[src/hw/rtl/mlp_pkg.sv]
// ---------------------------------------------------------------------------
// mlp_pkg
// Shared types and constants of the manifest line parser: parse phases,
// sequencer states, status codes and the line verdict record.
// ---------------------------------------------------------------------------
`default_nettype none

package mlp_pkg;

   localparam int PATH_BYTES_DEF = 64;

   localparam logic [1:0] ST_VALID     = 2'd0;
   localparam logic [1:0] ST_BLANK     = 2'd1;
   localparam logic [1:0] ST_MALFORMED = 2'd2;

   localparam logic [3:0] HEX_DIGITS = 4'd8;

   localparam logic [7:0] CH_NUL   = 8'h00;
   localparam logic [7:0] CH_TAB   = 8'h09;
   localparam logic [7:0] CH_LF    = 8'h0a;
   localparam logic [7:0] CH_CR    = 8'h0d;
   localparam logic [7:0] CH_SPACE = 8'h20;
   localparam logic [7:0] CH_HASH  = 8'h23;
   localparam logic [7:0] CH_DASH  = 8'h2d;
   localparam logic [7:0] CH_DOT   = 8'h2e;
   localparam logic [7:0] CH_SLASH = 8'h2f;
   localparam logic [7:0] CH_SEMI  = 8'h3b;
   localparam logic [7:0] CH_EQUAL = 8'h3d;
   localparam logic [7:0] CH_UNDER = 8'h5f;

   typedef enum logic [2:0] {
      PH_LEAD,
      PH_BLANK,
      PH_PATH,
      PH_HEXLEAD,
      PH_HEX,
      PH_TAIL,
      PH_DONE
   } phase_type;

   typedef enum logic [1:0] {
      CTL_PARSE,
      CTL_REPLAY,
      CTL_FINAL
   } ctl_state_type;

   typedef struct packed {
      logic [1:0]  status;
      logic [31:0] checksum;
   } verdict_type;

endpackage

`default_nettype wire

[src/hw/rtl/mlp_channel_if.sv]
// ---------------------------------------------------------------------------
// mlp_channel_if
// Valid/ready channels of the manifest line parser: byte input and result
// output.
// ---------------------------------------------------------------------------
`default_nettype none

interface mlp_req_if;
   logic       valid;
   logic       ready;
   logic [7:0] line_byte;
   logic       line_end;

   modport source (output valid, output line_byte, output line_end, input ready);
   modport sink   (input valid, input line_byte, input line_end, output ready);
endinterface

interface mlp_rsp_if;
   logic        valid;
   logic        ready;
   logic [7:0]  path_char;
   logic [1:0]  status;
   logic [31:0] checksum_value;
   logic [5:0]  path_length;
   logic        final_flag;

   modport source (output valid, output path_char, output status, output checksum_value,
                   output path_length, output final_flag, input ready);
   modport sink   (input valid, input path_char, input status, input checksum_value,
                   input path_length, input final_flag, output ready);
endinterface

`default_nettype wire

[src/hw/rtl/mlp_byte_parser.sv]
// ---------------------------------------------------------------------------
// mlp_byte_parser
// Per-byte parse of one manifest line: phase tracking, path checks, path
// store writes and the hex field; gives the verdict of the line at its last
// byte.
// ---------------------------------------------------------------------------
`default_nettype none

module mlp_byte_parser
   import mlp_pkg::*;
#(
   parameter int PATH_BYTES = PATH_BYTES_DEF,
   localparam int AW = $clog2(PATH_BYTES)
) (
   input  wire logic          clock,
   input  wire logic          reset,
   input  wire logic          step,
   input  wire logic [7:0]    line_byte,
   input  wire logic          line_end,
   output logic               path_wr_en,
   output logic [AW-1:0]      path_wr_idx,
   output logic [7:0]         path_wr_byte,
   output verdict_type        verdict,
   output logic [AW-1:0]      verdict_count
);

   localparam logic [AW-1:0] COUNT_LIMIT = AW'(PATH_BYTES - 1);

   phase_type     phase_ff, phase_in;
   logic [AW-1:0] count_ff, count_in;
   logic [31:0]   acc_ff, acc_in;
   logic [3:0]    digits_ff, digits_in;
   logic          dot_ff, dot_in;
   logic          tblank_ff, tblank_in;
   logic          err_ff, err_in;

   logic          do_path;
   logic          do_hex;
   logic          wr_en;
   logic          is_blank;
   logic          is_eol;
   logic [4:0]    nib;

   function automatic logic [4:0] hex_nibble(input logic [7:0] c);
      logic [4:0] r;
      r = 5'd0;
      if (c >= 8'h30 && c <= 8'h39) r = {1'b1, 4'(c - 8'h30)};
      else if (c >= 8'h61 && c <= 8'h66) r = {1'b1, 4'(c - 8'h57)};
      else if (c >= 8'h41 && c <= 8'h46) r = {1'b1, 4'(c - 8'h37)};
      return r;
   endfunction

   function automatic logic path_char_ok(input logic [7:0] c);
      logic ok;
      ok = (c >= 8'h30 && c <= 8'h39) || (c >= 8'h41 && c <= 8'h5a) ||
           (c >= 8'h61 && c <= 8'h7a) || c == CH_UNDER || c == CH_DASH ||
           c == CH_SLASH || c == CH_DOT;
      return ok;
   endfunction

   always_comb begin
      phase_in  = phase_ff;
      count_in  = count_ff;
      acc_in    = acc_ff;
      digits_in = digits_ff;
      dot_in    = dot_ff;
      tblank_in = tblank_ff;
      err_in    = err_ff;
      do_path   = 1'b0;
      do_hex    = 1'b0;
      wr_en     = 1'b0;
      is_blank  = (line_byte == CH_SPACE) || (line_byte == CH_TAB);
      is_eol    = (line_byte == CH_NUL) || (line_byte == CH_CR) || (line_byte == CH_LF);
      nib       = hex_nibble(line_byte);

      case (phase_ff)
         PH_LEAD: begin
            if (is_blank || line_byte == CH_CR || line_byte == CH_LF) begin
               phase_in = PH_LEAD;
            end else if (line_byte == CH_NUL || line_byte == CH_HASH ||
                         line_byte == CH_SEMI) begin
               phase_in = PH_BLANK;
            end else if (line_byte == CH_EQUAL) begin
               phase_in = PH_DONE;
               err_in   = 1'b1;
            end else begin
               phase_in = PH_PATH;
               do_path  = 1'b1;
            end
         end
         PH_PATH:    do_path = 1'b1;
         PH_HEXLEAD: do_hex  = !is_blank;
         PH_HEX:     do_hex  = 1'b1;
         PH_TAIL: begin
            if (is_eol) begin
               phase_in = PH_DONE;
            end else if (!is_blank) begin
               phase_in = PH_DONE;
               err_in   = 1'b1;
            end
         end
         default: phase_in = phase_ff;
      endcase

      if (do_path) begin
         if (line_byte == CH_EQUAL) begin
            phase_in = PH_HEXLEAD;
         end else if (line_byte == CH_NUL || (!is_blank && tblank_ff) ||
                      (!is_blank && !path_char_ok(line_byte)) ||
                      (line_byte == CH_SLASH && count_ff == '0) ||
                      (line_byte == CH_DOT && dot_ff) ||
                      (!is_blank && count_ff >= COUNT_LIMIT)) begin
            phase_in = PH_DONE;
            err_in   = 1'b1;
         end else if (is_blank) begin
            tblank_in = 1'b1;
         end else begin
            wr_en    = 1'b1;
            count_in = count_ff + 1'b1;
            dot_in   = (line_byte == CH_DOT);
         end
      end

      if (do_hex) begin
         if (is_eol || is_blank) begin
            if (digits_ff != HEX_DIGITS) begin
               phase_in = PH_DONE;
               err_in   = 1'b1;
            end else begin
               phase_in = is_eol ? PH_DONE : PH_TAIL;
            end
         end else if (!nib[4] || digits_ff >= HEX_DIGITS) begin
            phase_in = PH_DONE;
            err_in   = 1'b1;
         end else begin
            acc_in    = {acc_ff[27:0], nib[3:0]};
            digits_in = digits_ff + 4'd1;
            phase_in  = PH_HEX;
         end
      end

      // verdict as the line stands after this byte
      case (phase_in)
         PH_LEAD, PH_BLANK:  verdict.status = ST_BLANK;
         PH_HEXLEAD, PH_HEX: verdict.status = (digits_in == HEX_DIGITS) ? ST_VALID
                                                                        : ST_MALFORMED;
         PH_TAIL:            verdict.status = ST_VALID;
         PH_DONE:            verdict.status = err_in ? ST_MALFORMED : ST_VALID;
         default:            verdict.status = ST_MALFORMED;
      endcase
      verdict.checksum = acc_in;
   end

   always_ff @(posedge clock) begin
      if (reset || (step && line_end)) begin
         phase_ff  <= PH_LEAD;
         count_ff  <= '0;
         acc_ff    <= '0;
         digits_ff <= '0;
         dot_ff    <= 1'b0;
         tblank_ff <= 1'b0;
         err_ff    <= 1'b0;
      end else if (step) begin
         phase_ff  <= phase_in;
         count_ff  <= count_in;
         acc_ff    <= acc_in;
         digits_ff <= digits_in;
         dot_ff    <= dot_in;
         tblank_ff <= tblank_in;
         err_ff    <= err_in;
      end
   end

   assign path_wr_en    = step && wr_en;
   assign path_wr_idx   = count_ff;
   assign path_wr_byte  = line_byte;
   assign verdict_count = count_in;

endmodule

`default_nettype wire

[src/hw/rtl/manifest_line_parser_unit.sv]
// Timing: a line without path output gives its final beat in the cycle after its last byte;
// for a valid line the first path byte passes the sequencer state, the memory read register
// and the output register; path bytes and the final beat then follow one per cycle while the
// sink takes them. Throughput: one input byte per cycle while no replay runs and the output
// is free; a replay on the single memory read port holds the input up to its final beat.
// Reset: synchronous; clears the parse state and sequencer, path memory is left as is.
// ---------------------------------------------------------------------------
// manifest_line_parser_unit
// Checks manifest lines of the form path=HHHHHHHH byte by byte, keeps the
// path in a memory and replays it ahead of the final status beat.
// ---------------------------------------------------------------------------
`default_nettype none

module manifest_line_parser_unit
   import mlp_pkg::*;
#(
   parameter int PATH_BYTES = PATH_BYTES_DEF
) (
   input  wire logic  clock,
   input  wire logic  reset,
   mlp_req_if.sink    req_chan,
   mlp_rsp_if.source  rsp_chan
);

   localparam int AW = $clog2(PATH_BYTES);

   logic [7:0]    path_mem [PATH_BYTES];

   ctl_state_type ctl_state_ff, ctl_state_in;
   logic [AW-1:0] rd_idx_ff, rd_idx_in;
   logic          rd_pend_ff, rd_pend_in;
   logic [7:0]    rd_data_ff;
   logic [31:0]   fin_sum_ff;
   logic [AW-1:0] fin_cnt_ff;

   logic          out_valid_ff;
   logic [7:0]    out_char_ff;
   logic [1:0]    out_status_ff;
   logic [31:0]   out_sum_ff;
   logic [5:0]    out_len_ff;
   logic          out_final_ff;

   logic          out_free;
   logic          accept;
   logic          start_replay;
   logic          load_direct;
   logic          load_byte;
   logic          load_final;
   logic          issue;

   logic          path_wr_en;
   logic [AW-1:0] path_wr_idx;
   logic [7:0]    path_wr_byte;
   verdict_type   verdict;
   logic [AW-1:0] verdict_count;

   mlp_byte_parser #(
      .PATH_BYTES (PATH_BYTES)
   ) u_parser (
      .clock         (clock),
      .reset         (reset),
      .step          (accept),
      .line_byte     (req_chan.line_byte),
      .line_end      (req_chan.line_end),
      .path_wr_en    (path_wr_en),
      .path_wr_idx   (path_wr_idx),
      .path_wr_byte  (path_wr_byte),
      .verdict       (verdict),
      .verdict_count (verdict_count)
   );

   always_comb begin
      out_free       = !out_valid_ff || rsp_chan.ready;
      req_chan.ready = (ctl_state_ff == CTL_PARSE) && out_free;
      accept         = req_chan.valid && req_chan.ready;
      start_replay   = accept && req_chan.line_end && verdict.status == ST_VALID &&
                       verdict_count != '0;
      load_direct    = accept && req_chan.line_end && !start_replay;
      load_byte      = 1'b0;
      load_final     = 1'b0;
      issue          = 1'b0;
      ctl_state_in   = ctl_state_ff;
      rd_idx_in      = rd_idx_ff;
      rd_pend_in     = rd_pend_ff;

      case (ctl_state_ff)
         CTL_PARSE: begin
            if (start_replay) begin
               ctl_state_in = CTL_REPLAY;
               rd_idx_in    = '0;
               rd_pend_in   = 1'b0;
            end
         end
         CTL_REPLAY: begin
            load_byte = rd_pend_ff && out_free;
            issue     = (rd_idx_ff != fin_cnt_ff) && (!rd_pend_ff || load_byte);
            if (issue) begin
               rd_idx_in  = rd_idx_ff + 1'b1;
               rd_pend_in = 1'b1;
            end else if (load_byte) begin
               rd_pend_in = 1'b0;
            end
            if (rd_idx_ff == fin_cnt_ff && (!rd_pend_ff || load_byte)) begin
               ctl_state_in = CTL_FINAL;
            end
         end
         CTL_FINAL: begin
            load_final = out_free;
            if (out_free) ctl_state_in = CTL_PARSE;
         end
         default: ctl_state_in = CTL_PARSE;
      endcase
   end

   always_ff @(posedge clock) begin
      if (reset) begin
         ctl_state_ff <= CTL_PARSE;
         rd_idx_ff    <= '0;
         rd_pend_ff   <= 1'b0;
         out_valid_ff <= 1'b0;
      end else begin
         ctl_state_ff <= ctl_state_in;
         rd_idx_ff    <= rd_idx_in;
         rd_pend_ff   <= rd_pend_in;
         if (load_direct || load_byte || load_final) out_valid_ff <= 1'b1;
         else if (rsp_chan.ready)                    out_valid_ff <= 1'b0;
      end
   end

   // path memory: one write port from the parser, one read port for replay
   always_ff @(posedge clock) begin
      if (path_wr_en) path_mem[path_wr_idx] <= path_wr_byte;
      if (issue)      rd_data_ff <= path_mem[rd_idx_ff];
   end

   always_ff @(posedge clock) begin
      if (start_replay) begin
         fin_sum_ff <= verdict.checksum;
         fin_cnt_ff <= verdict_count;
      end
      if (load_direct) begin
         out_char_ff   <= 8'd0;
         out_status_ff <= verdict.status;
         out_sum_ff    <= (verdict.status == ST_VALID) ? verdict.checksum : 32'd0;
         out_len_ff    <= (verdict.status == ST_VALID) ? 6'(verdict_count) : 6'd0;
         out_final_ff  <= 1'b1;
      end else if (load_byte) begin
         out_char_ff   <= rd_data_ff;
         out_status_ff <= ST_VALID;
         out_sum_ff    <= 32'd0;
         out_len_ff    <= 6'd0;
         out_final_ff  <= 1'b0;
      end else if (load_final) begin
         out_char_ff   <= 8'd0;
         out_status_ff <= ST_VALID;
         out_sum_ff    <= fin_sum_ff;
         out_len_ff    <= 6'(fin_cnt_ff);
         out_final_ff  <= 1'b1;
      end
   end

   assign rsp_chan.valid          = out_valid_ff;
   assign rsp_chan.path_char      = out_char_ff;
   assign rsp_chan.status         = out_status_ff;
   assign rsp_chan.checksum_value = out_sum_ff;
   assign rsp_chan.path_length    = out_len_ff;
   assign rsp_chan.final_flag     = out_final_ff;

   // replay read index never runs past the stored path length
   a_idx_bound: assert property (@(posedge clock) disable iff (reset)
      ctl_state_ff == CTL_REPLAY |-> rd_idx_ff <= fin_cnt_ff)
      else $error("replay index beyond path length");

   // a pending read only exists while replaying
   a_pend_state: assert property (@(posedge clock) disable iff (reset)
      rd_pend_ff |-> ctl_state_ff == CTL_REPLAY)
      else $error("read pending outside replay");

   // path byte beats come only from the replay
   a_path_src: assert property (@(posedge clock) disable iff (reset)
      out_valid_ff && !out_final_ff |-> ctl_state_ff != CTL_PARSE)
      else $error("path beat outside replay");

   // non-valid finals carry no checksum or length
   a_fin_zero: assert property (@(posedge clock) disable iff (reset)
      out_valid_ff && out_final_ff && out_status_ff != ST_VALID |->
         out_sum_ff == 32'd0 && out_len_ff == 6'd0)
      else $error("non-valid final with payload");

   // a line end beat that starts a replay keeps the input closed next cycle
   a_replay_hold: assert property (@(posedge clock) disable iff (reset)
      start_replay |=> !req_chan.ready)
      else $error("input open during replay");

endmodule

`default_nettype wire
[src/flat_wrapper.sv]
// flat-port wrapper written by rule: the top's interface ports become plain ports
module manifest_line_parser_unit_flat import mlp_pkg::*;
#(
   parameter int PATH_BYTES = PATH_BYTES_DEF
)
  (clock, reset, req_chan_valid, req_chan_line_byte, req_chan_line_end, req_chan_ready, rsp_chan_valid, rsp_chan_path_char, rsp_chan_status, rsp_chan_checksum_value, rsp_chan_path_length, rsp_chan_final_flag, rsp_chan_ready);
  mlp_req_if req_chan_i ();
  mlp_rsp_if rsp_chan_i ();
  input  wire logic clock;
  input  wire logic reset;
  input wire logic [$bits(req_chan_i.valid)-1:0] req_chan_valid;
  input wire logic [$bits(req_chan_i.line_byte)-1:0] req_chan_line_byte;
  input wire logic [$bits(req_chan_i.line_end)-1:0] req_chan_line_end;
  output wire logic [$bits(req_chan_i.ready)-1:0] req_chan_ready;
  output wire logic [$bits(rsp_chan_i.valid)-1:0] rsp_chan_valid;
  output wire logic [$bits(rsp_chan_i.path_char)-1:0] rsp_chan_path_char;
  output wire logic [$bits(rsp_chan_i.status)-1:0] rsp_chan_status;
  output wire logic [$bits(rsp_chan_i.checksum_value)-1:0] rsp_chan_checksum_value;
  output wire logic [$bits(rsp_chan_i.path_length)-1:0] rsp_chan_path_length;
  output wire logic [$bits(rsp_chan_i.final_flag)-1:0] rsp_chan_final_flag;
  input wire logic [$bits(rsp_chan_i.ready)-1:0] rsp_chan_ready;
  assign req_chan_i.valid = req_chan_valid;
  assign req_chan_i.line_byte = req_chan_line_byte;
  assign req_chan_i.line_end = req_chan_line_end;
  assign req_chan_ready = req_chan_i.ready;
  assign rsp_chan_valid = rsp_chan_i.valid;
  assign rsp_chan_path_char = rsp_chan_i.path_char;
  assign rsp_chan_status = rsp_chan_i.status;
  assign rsp_chan_checksum_value = rsp_chan_i.checksum_value;
  assign rsp_chan_path_length = rsp_chan_i.path_length;
  assign rsp_chan_final_flag = rsp_chan_i.final_flag;
  assign rsp_chan_i.ready = rsp_chan_ready;
  manifest_line_parser_unit #(.PATH_BYTES(PATH_BYTES)) u_core (.clock(clock), .reset(reset), .req_chan(req_chan_i), .rsp_chan(rsp_chan_i));
endmodule
[config.mk]
export PLATFORM = sky130hd
export DESIGN_NAME = manifest_line_parser_unit_flat
export DESIGN_NICKNAME = d
export VERILOG_FILES = /design/src/hw/rtl/mlp_pkg.sv /design/src/hw/rtl/mlp_channel_if.sv /design/src/hw/rtl/mlp_byte_parser.sv /design/src/hw/rtl/manifest_line_parser_unit.sv /design/src/flat_wrapper.sv
export SDC_FILE = /design/constraint.sdc
export NUM_CORES = 1
export LEC_CHECK = 0
export BUFFER_PORTS_ARGS = -buffer_cell sky130_fd_sc_hd__buf_2
export CAP_MARGIN = 20
export CORE_MARGIN = 8
export CORE_UTILIZATION = 55
export DETAILED_ROUTE_END_ITERATION = 10
export PLACE_DENSITY_LB_ADDON = 0.08
export SLEW_MARGIN = 25
export SYNTH_ARGS = -nofsm -noshare
export SYNTH_HDL_FRONTEND = slang
export SYNTH_SLANG_ARGS = --single-unit
[constraint.sdc]
create_clock -name clock -period 8.35 [get_ports clock]
set_input_delay 1.2525 -clock clock [delete_from_list [all_inputs] [get_ports clock]]
set_output_delay 1.2525 -clock clock [all_outputs]
set_load 0.05 [all_outputs]
==> results.yml <==
worst_setup_path:
  start_kind: "input port"
  cp_max_fo: 48
  critPathKind: "in -> reg"
  crit_arrival_ns: 6.00
  cp_data_required_time_ns: 8.56
  cp-end-kind: "flop"
grt:
  busiest_layer: "met2"
  grt_overflow_total: 0
  grt_pass1_vias: 14100
  grt_pass1_wl_microns: 92200
  antenna_found_initial: 4
  use_met1_pct: 31.0
  grtUsageMet2_pct: 35.1
  track_usage_pct: 21.9
  use_met3_pct: 3.76
  grt_start_max_net_pins: 92
die:
  io_pins: 64
  die-area_sq_um: 56300
  fp.coreArea_sq_um: 48600
  initial_utilization_pct: 55.3
  die_w_microns: 237
  std_cell_rows: 81
  die_h_microns: 237
logic_synthesis:
  synth_cell_types: 64
  synth-edff-count: 598
  async_flop_share_pct: 0
  synth_warnings: 0
  synth_flop_cell: "edfxtp_1"
  ys_ff_latch: 665
  synth.avg_cell_area_sq_um: 17.8
  seq_area_frac_synth_pct: 71.7
  syn_nets: 1532
  netlist_area_sq_um: 26900
  synthCells: 1510
sta:
  rsz0062_at_grt: "no"
  clock_skew_ns: 0.0124
  slew_violations: 0
  whs_ns: 0.459
  hold_viol_final: 0
  fin_ws_ns: 2.56
  finalSetupViolations: 0
  timing.setup.tns_ns: 0
  post-route-period-util_pct: 69.3
  worst_slew_pin_slew_ns: 1.03
  max_freq_mhz: 173
  slew_headroom_pct: 30.9
  period_minus_slack_ns: 5.79
finish:
  final_cell_area_sq_um: 30200
  layoutNonFillerInstCount: 2244
  n_antenna_cell: 0
  nets: 1595
  finalCoreUtilization_pct: 62.0
  final_cell_mix: "edfxtp_1 (598), mux4_2 (168), nor2_1 (166), nand2_1 (102), clkbuf_16 (71)"
  fillers: 3446
  syn2layout_area_growth_pct: 12.1
  regArea_sq_um: 19300
  multiInputGateArea_sq_um: 7250
  drive_gt1_share_pct: 24.7
  final_common_cell: "edfxtp_1"
route:
  drc_errors: 0
  dr.pass1.iters: 5
  avgViaCountPerCell: 6.19
  drtIter0Drc: 1461
  ant_nets: 0
  via_count: 13900
  wl_per_cell_microns: 27.0
  wl_microns: 60600
pwr:
  ir_worst_vdd_mv: 0.185
  cellPowerDensity_nw_per_um2: 236
  leakagePower_nw: 9.69
  fin_total_pwr_mw: 7.12
clock_tree:
  cts_tree: "yes"
  cts_hold_buf: 0
  cts_buffer_depth: 3
  cts-root-buf: "clkbuf_16"
  clock_sinks: 665
  htree_num_levels: 3
  cts_setup_buffers: 0
  clock_latency_ns: 0.59
  numCtsBuffers: 68
  cts-resized-gates: 0
  clkSlewWorstSetupHoldPaths_ns: 0.06
placement:
  dpl.hpwl_microns: 37900
  postPlaceCellArea_sq_um: 27800
  io_buffers: 63
  placed_cells: 2125
  dp_slack_ns: 2.07
  place_congestion: 0.823
worst_hold_path:
  holdCritPathClass: "reg -> reg"
run_status:
  outcome: "finished clean"
flow_run:
  max-cap-violations: 0
[report_power, final]
| part | switching (mW) | total, mW | internal, mW |
|---|---|---|---|
| logic | 0.210 | 0.295 | 0.0848 |
| registers | 0.0200 | 3.67 | 3.65 |
| clock network | 1.22 | 3.15 | 1.93 |
| total | 1.45 | 7.12 | 5.67 |
[final timing paths]
| kind | start | end | slack, ns | depth (start not counted) |
|---|---|---|---|---|
| max | req_chan_line_byte[5] | u_core.path_mem[51][2] | 2.56 | 11 |
| min | u_core.u_parser.dot_ff | u_core.u_parser.dot_ff | 0.46 | 2 |
| max reg2reg | u_core.u_parser.path_wr_idx[3] | u_core.path_mem[51][2] | 3.77 | 9 |
| min reg2reg | u_core.u_parser.dot_ff | u_core.u_parser.dot_ff | 0.46 | 2 |
[synth_stat cells, types with 4 or more instances]
cell | number | share of area, %
dfxtp_1 | 67 | 5.0
nand3b_1 | 7 | 0.20
nor4_1 | 5 | 0.12
edfxtp_1 | 598 | 67
o31ai_1 | 4 | 0.11
a31oi_1 | 5 | 0.12
a32o_1 | 8 | 0.30
buf_2 | 8 | 0.15
mux2_2 | 29 | 1.2
nand2b_1 | 5 | 0.12
nor2_1 | 167 | 2.3
ha_1 | 9 | 0.42
nor2b_1 | 7 | 0.16
buf_1 | 21 | 0.29
a21oi_1 | 23 | 0.43
mux2i_1 | 35 | 1.3
xor2_1 | 8 | 0.26
inv_1 | 9 | 0.13
nand2_1 | 102 | 1.4
nand3_1 | 17 | 0.32
nor3_1 | 42 | 0.78
and3_1 | 12 | 0.28
nand4_1 | 7 | 0.16
o21ai_0 | 10 | 0.19
clkbuf_1 | 56 | 0.78
or3_1 | 6 | 0.14
xnor2_1 | 16 | 0.52
or2_2 | 4 | 0.093
mux4_2 | 168 | 14
[sequential cells by signal, indices dropped and copies added (netlist names), 2 cells and up]
| register | flops |
|---|---|
| u_core.path_mem | 512 |
| u_core.fin_sum_ff | 32 |
| u_core.rsp_chan.checksum_value | 32 |
| u_core.u_parser.acc_ff | 32 |
| u_core.rd_data_ff | 8 |
| u_core.rsp_chan.path_char | 8 |
| u_core.fin_cnt_ff | 6 |
| u_core.rd_idx_ff | 6 |
| u_core.rsp_chan.path_length | 6 |
| u_core.u_parser.path_wr_idx | 6 |
| u_core.u_parser.digits_ff | 4 |
| u_core.u_parser.phase_ff | 3 |
| u_core.ctl_state_ff | 2 |
| u_core.rsp_chan.status | 2 |
[critical path: stages]
cell and delay, ns:
buf_2 0.45, buf_4 0.55, nand4bb_1 0.21, a21oi_1 0.46
a21oi_1 0.13, a211oi_2 0.39, and3_1 0.51, nand2_1 0.25
nor2_1 0.27, nand3_1 0.63, nor2_1 0.84
[metal layers]
metal | vias up | share of wire [%]
li1 | 6123 | -
met1 | 7255 | 43
met2 | 438 | 49
met3 | 75 | 5.9
met4 | 0 | 2.1
met5 | - | 0
[cell type report]
class	count	area share (%)
Tap cell	622	2.58
Inverter	9	0.112
Timing Repair Buffer	82	1.56
Clock inverter	36	1.61
Multi-Input combinational cell	747	24.0
Sequential cell	665	64.0
Clock buffer	83	6.07
[kinds of logic (layout without fill, tap and decap cells)]
kind of cell	Yosys count	after routing	share of synthesized area [%]
xor gates and xnor gates	24	24	0.781
adders and majority gates	9	9	0.419
buffers and inverters	98	210	1.50
DFF	665	665	71.7
and+or+nand+nor	399	399	6.73
AOI/OAI and AO/OA	83	83	2.26
muxes	232	232	16.6
(Power assumes the default switching activity.)
